### src/hw/rtl/modexp_pkg.sv
// Shared types and constants for the modular exponentiation block.
// No dependencies; used by modexp_mul, modular_exponentiation and modexp_chk.
`timescale 1ns / 1ps

package modexp_pkg;

	// width of the base operand and of the multiplier's serial operand
	localparam int BASE_WIDTH = 32;
	// bit counter for one serial multiply
	localparam int CNT_W = $clog2(BASE_WIDTH);
	localparam logic [31:0] MODULUS_RESET = 32'd1000000007;

	// operation codes on the op field
	localparam logic OP_POWER   = 1'b0;
	localparam logic OP_INVERSE = 1'b1;

	typedef enum logic [2:0] {
		ST_IDLE,
		ST_REDUCE,
		ST_STEP,
		ST_MUL,
		ST_FINISH
	} state_t;

endpackage

### src/hw/rtl/modular_exponentiation.sv
// Top level: right-to-left square-and-multiply modular exponentiation.
// Depends on modexp_pkg and modexp_mul (two instances: multiply and square).
`timescale 1ns / 1ps
// The exponent used is modulus - 2 for the inverse; a modulus below 2 skips the multiplies
// and gives result 0.
// Each exponent bit costs one 32-step bit-serial multiply, multiply and square running in parallel.
// One word in work at a time; a new word is taken once the previous result is in the output reg.
// Async active-low reset clears control state and loads modulus with 1000000007.

module modular_exponentiation #(
	parameter int MOD_WIDTH = 31,
	parameter int EXP_WIDTH = 63
) (
	input  logic                  clk,
	input  logic                  arst_n,
	input  logic                  wr_en,
	input  logic [MOD_WIDTH-1:0]  wr_data,
	input  logic                  in_valid,
	output logic                  in_stall,
	input  logic                  op,
	input  logic [31:0]           base,
	input  logic [EXP_WIDTH-1:0]  exponent,
	output logic                  out_valid,
	input  logic                  out_stall,
	output logic [MOD_WIDTH-1:0]  result
);

	// exponent register also holds modulus - 2
	localparam int E_W = (EXP_WIDTH > MOD_WIDTH) ? EXP_WIDTH : MOD_WIDTH;

	modexp_pkg::state_t state_q, state_nxt;

	logic [MOD_WIDTH-1:0] modulus_q;
	logic [E_W-1:0]       e_q;
	logic [MOD_WIDTH-1:0] acc_q;
	logic [MOD_WIDTH-1:0] b_q;
	logic [MOD_WIDTH-1:0] result_q;
	logic                 out_valid_q;

	logic                 accept;
	logic                 mod_small;
	logic                 out_free;
	logic                 start0;
	logic                 start1;
	logic                 done0;
	logic                 done1;
	logic [modexp_pkg::BASE_WIDTH-1:0] a0;
	logic [MOD_WIDTH-1:0] b0;
	logic [MOD_WIDTH-1:0] p0;
	logic [MOD_WIDTH-1:0] p1;

	assign mod_small = (modulus_q < MOD_WIDTH'(2));
	assign out_free  = !out_valid_q || !out_stall;
	assign accept    = in_valid && !in_stall;

	// next state
	always_comb begin
		state_nxt = state_q;
		case (state_q)
			modexp_pkg::ST_IDLE: begin
				if (in_valid) begin
					state_nxt = mod_small ? modexp_pkg::ST_FINISH : modexp_pkg::ST_REDUCE;
				end
			end
			modexp_pkg::ST_REDUCE: begin
				if (done0) begin
					state_nxt = modexp_pkg::ST_STEP;
				end
			end
			modexp_pkg::ST_STEP: begin
				state_nxt = (e_q == '0) ? modexp_pkg::ST_FINISH : modexp_pkg::ST_MUL;
			end
			modexp_pkg::ST_MUL: begin
				if (done0) begin
					state_nxt = modexp_pkg::ST_STEP;
				end
			end
			modexp_pkg::ST_FINISH: begin
				if (out_free) begin
					state_nxt = modexp_pkg::ST_IDLE;
				end
			end
			default: state_nxt = modexp_pkg::ST_IDLE;
		endcase
	end

	// outputs of the sequencer
	always_comb begin
		in_stall = 1'b1;
		start0   = 1'b0;
		start1   = 1'b0;
		a0       = {{(modexp_pkg::BASE_WIDTH - MOD_WIDTH){1'b0}}, acc_q};
		b0       = b_q;
		case (state_q)
			modexp_pkg::ST_IDLE: begin
				in_stall = 1'b0;
				// base mod m is computed as base * 1
				start0   = in_valid && !mod_small;
				a0       = base;
				b0       = MOD_WIDTH'(1);
			end
			modexp_pkg::ST_STEP: begin
				start0 = (e_q != '0);
				start1 = (e_q != '0);
			end
			default: begin
			end
		endcase
	end

	modexp_mul #(.W(MOD_WIDTH)) u_mul (
		.clk    (clk),
		.arst_n (arst_n),
		.start  (start0),
		.a      (a0),
		.b      (b0),
		.m      (modulus_q),
		.done   (done0),
		.p      (p0)
	);

	modexp_mul #(.W(MOD_WIDTH)) u_sqr (
		.clk    (clk),
		.arst_n (arst_n),
		.start  (start1),
		.a      ({{(modexp_pkg::BASE_WIDTH - MOD_WIDTH){1'b0}}, b_q}),
		.b      (b_q),
		.m      (modulus_q),
		.done   (done1),
		.p      (p1)
	);

	always_ff @(posedge clk or negedge arst_n) begin
		if (!arst_n) begin
			state_q     <= modexp_pkg::ST_IDLE;
			modulus_q   <= MOD_WIDTH'(modexp_pkg::MODULUS_RESET);
			out_valid_q <= 1'b0;
		end else begin
			state_q <= state_nxt;
			if (wr_en) begin
				modulus_q <= wr_data;
			end
			if (state_q == modexp_pkg::ST_FINISH && out_free) begin
				out_valid_q <= 1'b1;
			end else if (!out_stall) begin
				out_valid_q <= 1'b0;
			end
		end
	end

	always_ff @(posedge clk) begin
		case (state_q)
			modexp_pkg::ST_IDLE: begin
				if (accept) begin
					e_q   <= (op == modexp_pkg::OP_INVERSE) ?
						E_W'(modulus_q - MOD_WIDTH'(2)) : E_W'(exponent);
					acc_q <= mod_small ? '0 : MOD_WIDTH'(1);
				end
			end
			modexp_pkg::ST_REDUCE: begin
				if (done0) begin
					b_q <= p0;
				end
			end
			modexp_pkg::ST_MUL: begin
				if (done0 && done1) begin
					if (e_q[0]) begin
						acc_q <= p0;
					end
					b_q <= p1;
					e_q <= e_q >> 1;
				end
			end
			modexp_pkg::ST_FINISH: begin
				if (out_free) begin
					result_q <= acc_q;
				end
			end
			default: begin
			end
		endcase
	end

	assign out_valid = out_valid_q;
	assign result    = result_q;

endmodule

### src/hw/rtl/modexp_mul.sv
// Bit-serial interleaved modular multiplier: p = a * b mod m, one bit of a per cycle.
// Depends on modexp_pkg (BASE_WIDTH, CNT_W).
`timescale 1ns / 1ps

module modexp_mul #(
	parameter int W = 31
) (
	input  logic                               clk,
	input  logic                               arst_n,
	input  logic                               start,
	input  logic [modexp_pkg::BASE_WIDTH-1:0]  a,
	input  logic [W-1:0]                       b,
	input  logic [W-1:0]                       m,
	output logic                               done,
	output logic [W-1:0]                       p
);

	logic                              busy_q;
	logic                              done_q;
	logic [modexp_pkg::CNT_W-1:0]      cnt_q;
	logic [modexp_pkg::BASE_WIDTH-1:0] a_q;
	logic [W-1:0]                      b_q;
	logic [W-1:0]                      acc_q;
	logic [W-1:0]                      acc_nxt;
	logic [W+1:0]                      t;
	logic [W+1:0]                      m1;
	logic [W+1:0]                      m2;
	logic [W+1:0]                      d1;
	logic [W+1:0]                      d2;

	// acc < m and b < m, so 2*acc + b < 3m: at most one of m or 2m comes off
	always_comb begin
		t  = {1'b0, acc_q, 1'b0} + (a_q[modexp_pkg::BASE_WIDTH-1] ? {2'b00, b_q} : '0);
		m1 = {2'b00, m};
		m2 = {1'b0, m, 1'b0};
		d1 = t - m1;
		d2 = t - m2;
		if (t >= m2) begin
			acc_nxt = d2[W-1:0];
		end else if (t >= m1) begin
			acc_nxt = d1[W-1:0];
		end else begin
			acc_nxt = t[W-1:0];
		end
	end

	always_ff @(posedge clk or negedge arst_n) begin
		if (!arst_n) begin
			busy_q <= 1'b0;
			done_q <= 1'b0;
			cnt_q  <= '0;
		end else if (start) begin
			busy_q <= 1'b1;
			done_q <= 1'b0;
			cnt_q  <= modexp_pkg::CNT_W'(modexp_pkg::BASE_WIDTH - 1);
		end else if (busy_q) begin
			if (cnt_q == '0) begin
				busy_q <= 1'b0;
				done_q <= 1'b1;
			end else begin
				cnt_q <= cnt_q - 1'b1;
			end
		end else begin
			done_q <= 1'b0;
		end
	end

	always_ff @(posedge clk) begin
		if (start) begin
			a_q   <= a;
			b_q   <= b;
			acc_q <= '0;
		end else if (busy_q) begin
			a_q   <= {a_q[modexp_pkg::BASE_WIDTH-2:0], 1'b0};
			acc_q <= acc_nxt;
		end
	end

	assign done = done_q;
	assign p    = acc_q;

endmodule

### config.mk
export PLATFORM = sky130hd
export DESIGN_NAME = modular_exponentiation
export DESIGN_NICKNAME = d
export VERILOG_FILES = /design/src/hw/rtl/modexp_pkg.sv /design/src/hw/rtl/modular_exponentiation.sv /design/src/hw/rtl/modexp_mul.sv
export SDC_FILE = /design/constraint.sdc
export NUM_CORES = 1
export LEC_CHECK = 0
export BUFFER_PORTS_ARGS = -buffer_cell sky130_fd_sc_hd__clkbuf_2
export CORE_ASPECT_RATIO = 0.7
export CORE_MARGIN = 5
export CORE_UTILIZATION = 65
export DETAILED_ROUTE_END_ITERATION = 10
export PLACE_DENSITY = 0.85
export SLEW_MARGIN = 20
export SYNTH_ARGS = -nofsm -noshare
export SYNTH_HDL_FRONTEND = slang
export SYNTH_SLANG_ARGS = --single-unit
### constraint.sdc
create_clock -name clk -period 16.3 [get_ports clk]
set_input_delay 1.63 -clock clk [delete_from_list [all_inputs] [get_ports clk]]
set_output_delay 1.63 -clock clk [all_outputs]
set_load 0.005 [all_outputs]
==> results.sh <==
export IMPL_run_status="finished, final reports clean"
export IMPL_worst_setup_path_end_kind="register"
export IMPL_timing_setup_tns_ps=0
export IMPL_dp_hpwl_mm=68.57
export IMPL_worstPathRequired_ps=16790
export IMPL_worstSetupPathType="reg -> reg"
export IMPL_post_synth_xor_area_fraction=0.06026
export IMPL_share_of_the_clock_period_used_by_the_worst_path=0.4625
export IMPL_dominantRegCellSynth="edfxtp_1"
export IMPL_cp_cell_sequence="and2_1, ha_1, fa_1, a211oi_2, o21ai_2, a2111oi_4, nor2_1, a21oi_1, o21ai_0, a21oi_1, o21ai_0, xor2_1, ha_1, a21o_1, a21o_1, a21oi_1, o21ai_0, a31o_2, a31oi_1, o31a_1, nand3_1, o31ai_1, a211o_1"
export IMPL_floorplan_die_width_um=250.5
export IMPL_crit_path_start="u_mul.a_q[31]"
export IMPL_synth_compound_area_frac=0.1929
export IMPL_cp_slowest_stage_delay_ps=890
export IMPL_synth_edf_count=281
export IMPL_post_dp_cell_area_um2=27540
export IMPL_ys_warn_count=0
export IMPL_rsz0062_at_grt="no"
export IMPL_adder_cell_share_of_the_synthesized_area=0.09446
export IMPL_postSynthRegisterBits=393
export IMPL_postCtsSetupRepairBufs=0
export IMPL_slowest_stage="nand3_1"
export IMPL_ctsLongestPathBuffers=3
export IMPL_boundaryPins=165
export IMPL_yosysTopAreaCell="edfxtp_1"
export IMPL_finalNetCount=3305
export IMPL_syn_mean_instance_area_um2=9.179
export IMPL_grt_use_total=0.3893
export IMPL_post_synth_top_count_cell="nand2_1"
export IMPL_synth_distinct_cells=84
export IMPL_setup_reg_to_reg_worst_slack_ps=8760
export IMPL_clk_transition_reported_paths_ps=70
export IMPL_worst_path_bufs_invs=0
export IMPL_synth_cells=2866
export IMPL_drt_iter0_drc=3385
export IMPL_fillCellCount=2762
export IMPL_postSynth_asyncResetShare=0.1247
export IMPL_grt_pass1_wl_mm=133.6
export IMPL_wire_per_inst_um=25.51
export IMPL_period_needed_ps=7539
export IMPL_largest_reg_flops=63
export IMPL_die_area_um2=44660
export IMPL_area_growth_synth_to_final_pct=9.498
export IMPL_worst_path_arrival_ps=8030
export IMPL_final_setup_skew_ps=16.02
export IMPL_grt_remaining_overflow=0
export IMPL_via_per_inst=6.770
export IMPL_instances_no_fill=3543
export IMPL_final_setup_viol_count=0
export IMPL_number_of_pins_with_negative_max_slew_slack_in_the_final_report=0
export IMPL_endpoint_of_the_worst_hold_path="result[18]"
export IMPL_stdcell_area_um2=28810
export IMPL_timing_reg2reg_worst_path_depth=23
export IMPL_count_of_endpoints_failing_hold_in_the_final_timing_report=0
export IMPL_ys_top_cells_by_area="edfxtp_1 (32%), ha_1 (9.0%), nand2_1 (6.7%)"
export IMPL_worstHoldPathType="reg -> reg"
export IMPL_power_density_nw_per_um2=241.9
export IMPL_placedCellCount=3472
export IMPL_clkLatencyLatePin_ps=550
export IMPL_drive_above_1_share=0.1038
export IMPL_cts_made_buffers=39
export IMPL_max_cap_violations=0
export IMPL_grt_max_degree=126
export IMPL_reg2reg_to="u_mul.p[20]"
export IMPL_post_synth_and_or_nand_nor_area_fraction=0.1812
export IMPL_hold_buffers=0
export IMPL_fraction_of_synthesized_area_in_multiplexers=0.02397
export IMPL_post_cts_resized=0
export IMPL_antenna_found_initial=4
export IMPL_slew_headroom=0.09070
export IMPL_number_of_global_route_vias_before_repair=22170
export IMPL_yosysTopAreaCellShare=0.3208
export IMPL_timing_hold_ws_ps=456.6
export IMPL_syn_area_um2=26310
export IMPL_num_rows=61
export IMPL_worst_ir_drop_vdd_mv=0.2557
export IMPL_tightestPinTransition_ps=1351
export IMPL_portBuffers=164
export IMPL_post_synthesis_sequential_area_ratio=0.4161
export IMPL_top_register="e_q"
export IMPL_critical_path_startpoint_type="register"
export IMPL_wirelength_mm=90.39
export IMPL_drc_violations_left=0
export IMPL_biggestRegsByFlops="e_q (63), u_mul.a_q (32), u_sqr.a_q (32)"
export IMPL_cts_htree_levels=2
export IMPL_fp_dieH_um=178.3
export IMPL_number_of_routed_nets_with_antenna_violations=0
export IMPL_cts_tree="done"
export IMPL_min_delay_start="acc_q[18]"
export IMPL_power_leakage_uw=0.01236
export IMPL_critical_path_reg2reg_startpoint="u_mul.a_q[31]"
export IMPL_min_path_cells=0
export IMPL_first_pass_iters=7
export IMPL_via_count=23990
export IMPL_finalWeightedCongestion=1.068
export IMPL_synth_commonest_cells="nand2_1 (468), edfxtp_1 (281), a21oi_1 (217)"
export IMPL_clkSinkCount=393
export IMPL_core_area_um2=39840
export IMPL_synth_top_family_by_area="compound AO/OA/AOI/OAI gates"
export IMPL_path_delay_family="compound AO/OA/AOI/OAI gates"
export IMPL_timing_fmax_ghz=0.1326
export IMPL_critPathMaxFanout=31
export IMPL_clock_tree_root_cell="clkbuf_16"
export IMPL_synth_net_count=3193
export IMPL_initial_core_util=0.6603
## metrics by stage
stage                       util  worst slack, ps  power, uW
final                     0.7230             8761       6967
after detailed placement  0.6912             9024       5836
after floorplan                -             9451       4701
after global placement    0.6912             9112       5766
after CTS                 0.7228             8990       6774
after global routing      0.7230             8489       7338
## metal layers
layer  routed length [um]  global-route usage  vias up
li1                     -                   -    10700
met1                35330              0.5554    11210
met2                37680              0.5747     1819
met3                13550              0.1125      255
met4                 3827              0.1332        0
met5                    0                   0        -
## power breakdown
part,leakage [uW],internal [uW],switching (uW)
clock,0.000628,503,415
sequential,0.00382,1240,228
combinational,0.00791,1820,2760
total,0.0124,3570,3400
## how the worst max path moves through the flow
stage	cells past startpoint	to	slack [ps]
finish	23	u_mul.p[20]	8760
global route	23	u_mul.p[20]	8490
CTS	23	u_mul.p[20]	8990
detailed placement	23	u_mul.p[20]	9020
global placement	23	u_mul.p[20]	9110
floorplan	4	acc_q[0]	9450
## area by class of cell
type / instances / area, um^2 / area share
inverters: 85 / 319.1 / 0.01108
clock buffers: 43 / 1011 / 0.03510
well taps: 535 / 669.4 / 0.02324
diodes: 2 / 5.005 / 0.0001737
multi-input cells: 2268 / 14590 / 0.5064
flip-flops and latches: 393 / 10950 / 0.3800
repair buffers: 191 / 1023 / 0.03553
clock inverters: 26 / 245.2 / 0.008514
## worst register-to-register path, cell delays in order, from the launching register on
cell and delay, ps:
edfxtp_1 740, and2_1 300, ha_1 220, fa_1 440, a211oi_2 310, o21ai_2 130
a2111oi_4 410, nor2_1 120, a21oi_1 200, o21ai_0 140, a21oi_1 250, o21ai_0 140
xor2_1 520, ha_1 420, a21o_1 190, a21o_1 180, a21oi_1 200, o21ai_0 100
a31o_2 270, a31oi_1 160, o31a_1 450, nand3_1 890, o31ai_1 550, a211o_1 150
## placed cells by master (no fill, tap or decap), drive strengths merged, types with 12 or more instances in the layout
master and instances:
and3 45, a31oi 43, nor3 40, or3 15, o31ai 12, dfstp 16, xnor2 127, nor2b 16
dfrtp 33, and2 96, clkinv 16, nand4 40, nand2 468, mux2i 57, nand3 44, o21bai 24
a22oi 41, nor4 34, nor2 149, edfxtp 281, xor2 54, a211oi 33, dfxtp 63, buf 27
clkbuf 207, nand2b 33, a21oi 217, o21ai 254, inv 91, a21o 83, ha 189, o21a 23
## cells by family after synthesis
group / Yosys count
AOI/OAI and AO/OA: 820
xor gates and xnor gates: 181
adders and majority gates: 195
buffers and inverters: 205
DFF: 393
muxes: 62
and+or+nand+nor: 1010
No activity file was read; power rests on OpenSTA's default activity.
